<file path="src/sv/fppt_pkg.sv">
// -----------------------------------------------------------------------------
// fppt_pkg: shared types and constants of the FIFO page pool tag store
// Key layout, command codes and the control bundle of the tag store.
// -----------------------------------------------------------------------------
package fppt_pkg;

   localparam int POOL_ENTRIES = 8;
   localparam int IDX_W        = (POOL_ENTRIES > 1) ? $clog2(POOL_ENTRIES) : 1;
   localparam int CNT_W        = 7;

   typedef enum logic [1:0] {
      CMD_ACCESS     = 2'd0,
      CMD_INVALIDATE = 2'd1,
      CMD_WRITE      = 2'd2,
      CMD_CLEAR      = 2'd3
   } cmd_type;

   // Page key, namespace flag in the top bit.
   typedef struct packed {
      logic        is_hash;
      logic [15:0] table_id;
      logic [19:0] page;
   } key_type;

   // Control bundle from the sequencer to the tag store.
   typedef struct packed {
      logic             wr_en;
      logic             wr_shift;   // write the entry being read instead of wr_key
      logic [IDX_W-1:0] wr_addr;
      key_type          wr_key;
      logic [IDX_W-1:0] rd_addr;
      key_type          cmp_key;
   } store_ctl_type;

endpackage

</file>
<file path="src/sv/fppt_tag_store.sv">
// -----------------------------------------------------------------------------
// fppt_tag_store: key array with one read port and the shared key comparator
// One write and one read address per cycle; match compares the read entry.
// -----------------------------------------------------------------------------
module fppt_tag_store (
   input  logic                   clock,
   input  fppt_pkg::store_ctl_type ctl,
   output fppt_pkg::key_type      rd_key,
   output logic                   match
);
   import fppt_pkg::*;

   key_type keys_ff [POOL_ENTRIES];

   always_ff @(posedge clock) begin
      if (ctl.wr_en) begin
         keys_ff[ctl.wr_addr] <= ctl.wr_shift ? rd_key : ctl.wr_key;
      end
   end

   assign rd_key = keys_ff[ctl.rd_addr];
   assign match  = (rd_key == ctl.cmp_key);

endmodule

</file>
<file path="src/sv/fifo_page_pool_tags_top.sv">
// -----------------------------------------------------------------------------
// fifo_page_pool_tags_top: tag store of a fully associative FIFO page pool
// Access, invalidate, write-insert and clear on a pool of page keys.
// -----------------------------------------------------------------------------
// One request is handled at a time by a small sequencer around a single key
// comparator and a one-read, one-write key array. A request passes from the
// idle state that accepts it through the scan and the update to a state that
// loads the result register. The scan checks one entry per cycle until a hit
// or until it has passed every held entry. Removing a matched entry moves
// each younger entry down one place and then drops the count; a miss on a
// full pool captures the oldest entry and then pushes it out the same way;
// an append then writes the new key behind the held entries. Clear goes
// from the idle state straight to the result state. req_tready is high only
// while the sequencer is idle; the result sits in an output register, so a
// new request is taken while the previous result still waits for
// rsp_tready, and the sequencer holds in its last state while that register
// is occupied. The key array has no reset; only the fill count is cleared,
// and entries beyond it are never used.
// -----------------------------------------------------------------------------
module fifo_page_pool_tags_top (
   input  logic        clock,
   input  logic        reset,
   input  logic        req_tvalid,
   output logic        req_tready,
   input  logic [39:0] req_tdata,   // table_id[15:0], page_index[35:16], zero
   input  logic [2:0]  req_tuser,   // command[1:0], is_hash_page[2]
   output logic        rsp_tvalid,
   input  logic        rsp_tready,
   output logic [47:0] rsp_tdata    // hit[0], evicted[1], evicted_is_hash[2],
                                    // evicted_table[18:3], evicted_page[38:19],
                                    // occupancy[45:39], zero
);
   import fppt_pkg::*;

   typedef enum logic [2:0] {
      ST_IDLE,
      ST_SCAN,
      ST_EVICT,
      ST_SHIFT,
      ST_APPEND,
      ST_DONE
   } state_type;

   state_type       state_ff, state_in;
   cmd_type         cmd_ff, cmd_in;
   key_type         key_ff, key_in;
   key_type         victim_ff, victim_in;
   logic [CNT_W-1:0] idx_ff, idx_in;
   logic [CNT_W-1:0] count_ff, count_in;
   logic            hit_ff, hit_in;
   logic            evict_ff, evict_in;
   logic            append_ff, append_in;
   logic            rsp_valid_ff, rsp_valid_in;
   logic [47:0]     rsp_data_ff, rsp_data_in;

   store_ctl_type   ctl;
   key_type         rd_key;
   logic            match;
   logic [CNT_W-1:0] idx_next;
   key_type         req_key;

   assign idx_next = idx_ff + CNT_W'(1);

   assign req_key.is_hash  = req_tuser[2];
   assign req_key.table_id = req_tdata[15:0];
   assign req_key.page     = req_tdata[35:16];

   assign req_tready = (state_ff == ST_IDLE);
   assign rsp_tvalid = rsp_valid_ff;
   assign rsp_tdata  = rsp_data_ff;

   fppt_tag_store u_store (
      .clock  (clock),
      .ctl    (ctl),
      .rd_key (rd_key),
      .match  (match)
   );

   // Drive the tag store. Read at the scan pointer, or one above it while
   // compacting; move that entry down one place, or write the new key on append.
   always_comb begin
      ctl.rd_addr  = (state_ff == ST_SHIFT) ? idx_next[IDX_W-1:0] : idx_ff[IDX_W-1:0];
      ctl.cmp_key  = key_ff;
      ctl.wr_en    = 1'b0;
      ctl.wr_shift = 1'b0;
      ctl.wr_addr  = idx_ff[IDX_W-1:0];
      ctl.wr_key   = key_ff;
      case (state_ff)
         ST_SHIFT: begin
            if (idx_next < count_ff) begin
               ctl.wr_en    = 1'b1;
               ctl.wr_shift = 1'b1;
            end
         end
         ST_APPEND: begin
            ctl.wr_en   = 1'b1;
            ctl.wr_addr = count_ff[IDX_W-1:0];
         end
         default: begin
         end
      endcase
   end

   always_comb begin
      state_in     = state_ff;
      cmd_in       = cmd_ff;
      key_in       = key_ff;
      victim_in    = victim_ff;
      idx_in       = idx_ff;
      count_in     = count_ff;
      hit_in       = hit_ff;
      evict_in     = evict_ff;
      append_in    = append_ff;
      rsp_valid_in = rsp_valid_ff;
      rsp_data_in  = rsp_data_ff;

      // Drop the result once the consumer takes it.
      if (rsp_valid_ff && rsp_tready) begin
         rsp_valid_in = 1'b0;
      end

      case (state_ff)
         ST_IDLE: begin
            if (req_tvalid) begin
               cmd_in    = cmd_type'(req_tuser[1:0]);
               key_in    = req_key;
               victim_in = '0;
               idx_in    = '0;
               hit_in    = 1'b0;
               evict_in  = 1'b0;
               append_in = 1'b0;
               if (cmd_type'(req_tuser[1:0]) == CMD_CLEAR) begin
                  count_in = '0;
                  state_in = ST_DONE;
               end else begin
                  state_in = ST_SCAN;
               end
            end
         end
         ST_SCAN: begin
            if (idx_ff == count_ff) begin
               // Miss: invalidate leaves the pool alone, the others append.
               if (cmd_ff == CMD_INVALIDATE) begin
                  state_in = ST_DONE;
               end else if (count_ff == CNT_W'(POOL_ENTRIES)) begin
                  idx_in    = '0;
                  append_in = 1'b1;
                  state_in  = ST_EVICT;
               end else begin
                  state_in = ST_APPEND;
               end
            end else if (match) begin
               hit_in = 1'b1;
               if (cmd_ff == CMD_ACCESS) begin
                  state_in = ST_DONE;
               end else begin
                  // Remove the match in place; write-insert appends afterwards.
                  append_in = (cmd_ff == CMD_WRITE);
                  state_in  = ST_SHIFT;
               end
            end else begin
               idx_in = idx_next;
            end
         end
         ST_EVICT: begin
            // Capture the oldest entry before it is overwritten.
            evict_in  = 1'b1;
            victim_in = rd_key;
            state_in  = ST_SHIFT;
         end
         ST_SHIFT: begin
            if (idx_next < count_ff) begin
               idx_in = idx_next;
            end else begin
               count_in = count_ff - CNT_W'(1);
               state_in = append_ff ? ST_APPEND : ST_DONE;
            end
         end
         ST_APPEND: begin
            count_in = count_ff + CNT_W'(1);
            state_in = ST_DONE;
         end
         ST_DONE: begin
            // Hold until the output register is free.
            if (!rsp_valid_ff || rsp_tready) begin
               rsp_valid_in = 1'b1;
               rsp_data_in  = {2'b00, count_ff, victim_ff.page, victim_ff.table_id,
                               victim_ff.is_hash, evict_ff, hit_ff};
               state_in     = ST_IDLE;
            end
         end
         default: begin
            state_in = ST_IDLE;
         end
      endcase
   end

   always_ff @(posedge clock) begin
      if (reset) begin
         state_ff     <= ST_IDLE;
         count_ff     <= '0;
         rsp_valid_ff <= 1'b0;
         idx_ff       <= '0;
         hit_ff       <= 1'b0;
         evict_ff     <= 1'b0;
         append_ff    <= 1'b0;
      end else begin
         state_ff     <= state_in;
         count_ff     <= count_in;
         rsp_valid_ff <= rsp_valid_in;
         idx_ff       <= idx_in;
         hit_ff       <= hit_in;
         evict_ff     <= evict_in;
         append_ff    <= append_in;
      end
      cmd_ff      <= cmd_in;
      key_ff      <= key_in;
      victim_ff   <= victim_in;
      rsp_data_ff <= rsp_data_in;
   end

endmodule
</file>
<file path="config.mk">
export PLATFORM = sky130hd
export DESIGN_NAME = fifo_page_pool_tags_top
export DESIGN_NICKNAME = d
export VERILOG_FILES = /design/src/sv/fppt_pkg.sv /design/src/sv/fppt_tag_store.sv /design/src/sv/fifo_page_pool_tags_top.sv
export SDC_FILE = /design/constraint.sdc
export NUM_CORES = 1
export LEC_CHECK = 0
export BUFFER_PORTS_ARGS = -buffer_cell sky130_fd_sc_hd__buf_2
export CAP_MARGIN = 20
export CORE_ASPECT_RATIO = 1.25
export CORE_UTILIZATION = 30
export DETAILED_ROUTE_END_ITERATION = 8
export GPL_TIMING_DRIVEN = 0
export SYNTH_ARGS = -nofsm -noshare
export SYNTH_HDL_FRONTEND = slang
export SYNTH_HIERARCHICAL = 1
export SYNTH_SLANG_ARGS = --single-unit
</file>
<file path="constraint.sdc">
create_clock -name clock -period 5.5 [get_ports clock]
set_input_delay 1.65 -clock clock [delete_from_list [all_inputs] [get_ports clock]]
set_output_delay 1.65 -clock clock [all_outputs]
set_load 0.02 [all_outputs]
</file>
==> impl_metrics.csv, run 1 <==
group,metric,value,unit
outcome,status,"complete, but fails checks",
outcome,violations,"design-rule violations",
power_and_ir_drop,max-vdd-ir-drop,206.0,uV
timing,finalSetupTns,0,ns
clocking,insertion_delay,0.58,ns
clocking,clockRootBuffer,"clkbuf_16",
global_route,grt_pass1_wl,62020,um
timing,skew,0.02526,ns
synth,syn_area_per_cell,17.53,um^2
synth,synthArstFlopShare,0,
worst_setup_path,cp-start-kind,"flop",
global_route,grt_usage,0.1409,
global_route,grt_util_met2,0.2443,
timing,fin_ws,0.1365,ns
worst_setup_path,path_cells,"nor2b_1 -> nand2_1 -> inv_1 -> ha_1 -> inv_1 -> buf_4 -> buf_6 -> buf_2 -> buf_4 -> mux2i_2 -> xnor2_1 -> nor4_2 -> nand4_1 -> nor3_4 -> o21bai_1 -> a311oi_4 -> buf_6 -> a21boi_1 -> o32ai_1",
worst_setup_path,crit_arrival,5.85,ns
clocking,cts.sinks,439,
placement,dpl.hpwl,28420,um
cells_and_area,syn_to_final_growth,18.47,%
timing,fmax,186.4,MHz
cells_and_area,nNetsFinal,1241,
detailed_routing,vias_per_cell,4.762,
worst_setup_path,end_kind,"flop",
cells_and_area,mostFrequentLayoutCell,"edfxtp_1",
clocking,numCtsBuffers,46,
floorplanning,boundaryPins,97,
synth,synth-main-ff-cell,"edfxtp_1",
placement,portBuffers,90,
detailed_routing,drt_iter0_drc,712,
synth,synth-edff-count,418,
detailed_routing,drcViolationCount,16,
timing,finalMaxSlewViolations,0,
clocking,cts.clk_slew.worst_paths,0.06,ns
worst_setup_path,path_max_fanout,10,
worst_setup_path,path_delay_family,"simple AND/OR/NAND/NOR gates",
clocking,tritoncts,"built",
detailed_routing,vias,9382,
timing,max_slew.worst_pin.slew,1.169,ns
synth,yosysWarnings,6,
global_route,grt_pass1_vias,9716,
clocking,cts_buffer_depth,3,
global_route,grt.busiest_layer,"met2",
global_route,gr-total-overflow,0,
detailed_routing,dr.pass1.iters,7,
power_and_ir_drop,p_leak,7.054,nW
detailed_routing,routed_wirelength,42180,um
floorplanning,initial_core_util,0.3049,
floorplanning,rows,99,
timing,final-setup-viol-count,0,
detailed_routing,wire_per_inst,21.41,um
floorplanning,coreArea,58710,um^2
worst_setup_path,cp_data_required_time,5.98,ns
worst_setup_path,crit_buf_inv,7,
cells_and_area,drive_gt1_frac,0.2296,
cells_and_area,final_cell_mix,"edfxtp_1, buf_2, a21oi_1",
worst_setup_path,crit_type,"flop to flop",
timing,hold_viol_final,0,
global_route,antenna_found_initial,0,
worst_setup_path,crit_path_max_incr_delay,0.50,ns
synth,yosysSeqAreaShare,0.7246,
clocking,cts_hold_buf,0,
placement,gp_congestion,0.8419,
power_and_ir_drop,powerDensity,434.2,nW/um^2
timing,period_needed,5.364,ns
global_route,grt_max_degree,26,
synth,yosys_register_bits,439,
global_route,met3_usage,0.02189,
timing,min_period_over_period,0.9752,
timing,slew_headroom,0.2206,
worst_setup_path,cpMaxStageDelayCell,"nor4_2",
power_and_ir_drop,total_power,0.009210,W
placement,post-place-ws,-0.4196,ns
synth,synth_area,17900,um^2
min_path,hold_path_class,"flop to flop",
synth,postSynthCellCount,1021,
detailed_routing,ant_nets,0,
floorplanning,fp.dieW,220.5,um
clocking,cts_max_level,2,
flow_run,cap_violations,0,
synth,synth_cell_types,61,
floorplanning,fp.dieH,275.1,um
global_route,grtUsageMet1,0.1789,
floorplanning,dieArea,60660,um^2
==> repair_timing <==
| item | in CTS | in global routing |
|---|---|---|
| setup buffers | 0 | 1 |
| endpoints found under the setup margin | 10 | 6 |
| gates cloned | 0 | 0 |
| resized for setup | 4 | 4 |
| pin swaps | 0 | 2 |
==> cell usage after synthesis (5+ instances only) <==
library cell | instances | area share
and2_1 | 39 | 0.014
edfxtp_1 | 418 | 0.70
inv_1 | 51 | 0.011
nand2_1 | 30 | 0.0063
nor4_1 | 8 | 0.0028
mux2_2 | 9 | 0.0057
xor2_1 | 26 | 0.013
dfxtp_1 | 21 | 0.023
nand4_1 | 6 | 0.0021
buf_6 | 5 | 0.0031
nand2b_1 | 11 | 0.0038
a221oi_1 | 9 | 0.0044
nor2_1 | 49 | 0.010
mux2i_1 | 45 | 0.025
nor2b_1 | 17 | 0.0059
a21oi_1 | 51 | 0.014
xnor2_1 | 24 | 0.012
nor3_1 | 8 | 0.0022
nand3_1 | 13 | 0.0036
or3_1 | 5 | 0.0017
o21ai_0 | 8 | 0.0022
mux4_1 | 20 | 0.029
ha_1 | 14 | 0.0098
clkbuf_1 | 19 | 0.0040
mux4_2 | 44 | 0.055
buf_2 | 11 | 0.0031
==> kinds of logic after synthesis <==
group	synth area share
other cells	0.0002095
xor+xnor	0.02446
compound gates	0.03550
mux	0.1183
buf+inv	0.02656
simple gates	0.05941
flops	0.7246
fa+ha+maj	0.01090
==> routing by layer <==
layer	part of all wire	vias up	wire, um
met2	0.50	237	21170
met3	0.052	65	2187
met5	0	-	0
met1	0.42	4807	17790
li1	-	4273	-
met4	0.024	0	1027
==> state kept, by name (all words and copies together) (netlist names) <==
signal           cells
ctl                 37
rsp_tdata           46
state_ff             3
u_store/keys_ff    296
cmd_ff               2
rsp_tvalid           1
evict_ff             1
hit_ff               1
count_ff             7
append_ff            1
victim_ff           37
idx_ff               7
==> path summary, 6_finish.rpt <==
check | from | end | slack (ns) | cells past startpoint
max reg2reg | state_ff[0] | idx_ff[4] | 0.14 | 19
max | state_ff[0] | idx_ff[4] | 0.14 | 19
min | victim_ff[30] | rsp_tdata[13] | 0.41 | 0
min reg2reg | victim_ff[30] | rsp_tdata[13] | 0.41 | 0
==> per-stage QoR <==
step | hold WS [ns] | util | instances | instance area, um^2
after floorplan | 0.4003 | - | 1022 | 17910
after global placement | 0.4046 | 0.3288 | 1869 | 19300
after detailed placement | 0.4057 | 0.3349 | 1888 | 19670
after CTS | 0.4123 | 0.3607 | 1967 | 21180
after global routing | 0.4143 | 0.3611 | 1968 | 21200
final | 0.4133 | 0.3612 | 1970 | 21210
==> layout make-up <==
class,instances,area [um^2]
Sequential cell,439,12970
Buffer,44,289.0
Antenna cell,2,5.005
Inverter,51,191.4
Tap cell,757,947.2
Clock buffer,53,1177
Clock inverter,27,324.1
Timing Repair Buffer,110,754.5
Fill cell,5554,37500
Multi-Input combinational cell,487,4548
==> power breakdown <==
part	internal (W)	switching [W]
logic	0.000622	0.00113
registers	0.00420	0.000144
clock network	0.00186	0.00126
total	0.00668	0.00253
No activity file was read; power rests on OpenSTA's default activity.
==> run 2: changes to the inputs <==
Clock period 5.5 ns to 6.35 ns, I/O delays scaled along.
==> run 2 against run 1 <==
The flow still finishes with violations (design-rule violations). Clock-buffer cell count unchanged. Fmax is 9.0% lower. Cell count unchanged. Sequential power shrank 13%. Sequential share of layout area is 0.11 points higher. Worst setup slack improved by 0.32 ns. Clock skew down 0.00081 ns. Critical path depth did not move. Routed wire length is essentially flat. Power decreased by 14%. Largest power group unchanged.
==> impl_metrics.csv, run 2 (synthesis results as in run 1) <==
group,metric,value,unit
outcome,status,"complete, but fails checks",
outcome,violations,"design-rule violations",
floorplanning,fp.dieH,275.1,um
timing,fin_ws,0.4560,ns
cells_and_area,mostFrequentLayoutCell,"edfxtp_1",
timing,final-setup-viol-count,0,
global_route,grt_usage,0.1411,
cells_and_area,largest_reg_flops,296,
cells_and_area,syn_to_final_growth,18.26,%
timing,finalSetupTns,0,ns
placement,post-place-ws,0.4304,ns
floorplanning,fp.dieW,220.5,um
global_route,antenna_found_initial,0,
floorplanning,rows,99,
timing,skew,0.02445,ns
global_route,grt_max_degree,26,
global_route,grt_util_met2,0.2445,
cells_and_area,register_area,12970,um^2
timing,min_period_over_period,0.9282,
floorplanning,initial_core_util,0.3049,
detailed_routing,wire_per_inst,21.41,um
timing,fmax,169.7,MHz
worst_setup_path,crit_type,"flop to flop",
global_route,grtUsageMet1,0.1792,
clocking,cts_resized,0,
placement,numPlacedInstances,1888,
cells_and_area,final_cell_mix,"edfxtp_1, buf_2, a21oi_1",
clocking,tritoncts,"built",
timing,finalMaxSlewViolations,0,
power_and_ir_drop,max-vdd-ir-drop,178.8,uV
clocking,cts_max_level,2,
worst_setup_path,end_kind,"flop",
global_route,grt.busiest_layer,"met2",
clocking,cts_setup_buffers,0,
flow_run,cap_violations,0,
floorplanning,coreArea,58710,um^2
floorplanning,dieArea,60660,um^2
detailed_routing,dr.pass1.iters,7,
detailed_routing,routed_wirelength,42170,um
clocking,cts_hold_buf,0,
worst_setup_path,crit_arrival,6.38,ns
cells_and_area,largest-register,"u_store/keys_ff",
cells_and_area,stdcell_count,1970,
min_path,hold_path_class,"flop to flop",
detailed_routing,ant_nets,0,
worst_setup_path,reg2reg_depth,19,
cells_and_area,n_fill_cell,5553,
detailed_routing,drt_iter0_drc,749,
detailed_routing,drcViolationCount,16,
cells_and_area,multi_input_area,4523,um^2
clocking,numCtsBuffers,46,
worst_setup_path,cp_data_required_time,6.83,ns
detailed_routing,vias,9394,
placement,portBuffers,90,
clocking,insertion_delay,0.58,ns
clocking,cts.clk_slew.worst_paths,0.06,ns
power_and_ir_drop,p_leak,7.029,nW
cells_and_area,drive_gt1_frac,0.2254,
global_route,grt_pass1_vias,9719,
power_and_ir_drop,powerDensity,376.1,nW/um^2
global_route,gr-total-overflow,0,
clocking,clockRootBuffer,"clkbuf_16",
timing,hold_viol_final,0,
worst_setup_path,path_max_fanout,10,
timing,period_needed,5.894,ns
global_route,grt_pass1_wl,62070,um
detailed_routing,vias_per_cell,4.769,
worst_setup_path,cp-start-kind,"flop",
clocking,cts.sinks,439,
placement,gp_congestion,0.8419,
placement,dpl.hpwl,28420,um
cells_and_area,nNetsFinal,1241,
timing,rsz0062_at_grt,"no",
min_path,whs_path_depth,0,
timing,max_slew.worst_pin.slew,1.171,ns
clocking,cts_buffer_depth,3,
timing,slew_headroom,0.2193,
floorplanning,boundaryPins,97,
global_route,met3_usage,0.02189,
run 2: changes by cell type in the layout (fill, tap and decap cells not counted), moves of 2 or more:
cell      previous run  this run
a221oi_1             7         9
buf_4                6         4
buf_2               98       101
a221oi_2             2         0
clkbuf_4             2         0
run 2: worst max-delay path: stages (launching register included):
cell	delay [ns]
dfxtp_1	0.36
nor2b_1	0.28
nand2_1	0.27
inv_1	0.24
ha_1	0.28
inv_1	0.06
buf_4	0.20
buf_6	0.23
buf_2	0.28
buf_2	0.47
mux2i_2	0.38
xnor2_1	0.28
nor4_1	0.69
nand4_1	0.25
nor3_2	0.55
o21bai_1	0.24
a311oi_4	0.15
buf_6	0.21
a21boi_1	0.12
o32ai_1	0.23
run 2: stage by stage:
step           hold WS, ns  utilization  cell area (um^2)  total power (W)
2_1_floorplan       0.4003            -             17910         0.004765
3_3_place_gp        0.4046       0.3288             19300         0.005268
3_5_place_dp        0.4057       0.3349             19670         0.005351
4_1_cts             0.4123       0.3605             21170         0.008064
5_1_grt             0.4143       0.3605             21170         0.008296
6_report            0.4130       0.3606             21170         0.007962
run 2: final timing paths:
kind	startpoint	to	slack, ns
hold reg to reg	victim_ff[30]	rsp_tdata[13]	0.41
setup reg to reg	state_ff[0]	idx_ff[4]	0.46
setup / recovery	state_ff[0]	idx_ff[4]	0.46
hold / removal	victim_ff[30]	rsp_tdata[13]	0.41
run 2: layout make-up:
| type | instances | share of cell area |
|---|---|---|
| flip-flops and latches | 439 | 0.6127 |
| multi-input cells | 487 | 0.2136 |
| clock buffers | 53 | 0.05561 |
| well taps | 757 | 0.04474 |
| repair buffers | 109 | 0.03528 |
| clock inverters | 27 | 0.01531 |
| plain buffers | 45 | 0.01342 |
| inverters | 51 | 0.009042 |
| diodes | 2 | 0.0002364 |
run 2: per-layer routing:
metal,wire length (um),vias up
li1,-,4276
met1,17840,4799
met2,21140,252
met3,2138,67
met4,1053,0
met5,0,-
run 2: power breakdown:
group          internal, W  switching (W)
combinational     0.000533       0.000973
clock              0.00161        0.00109
sequential         0.00363       0.000124
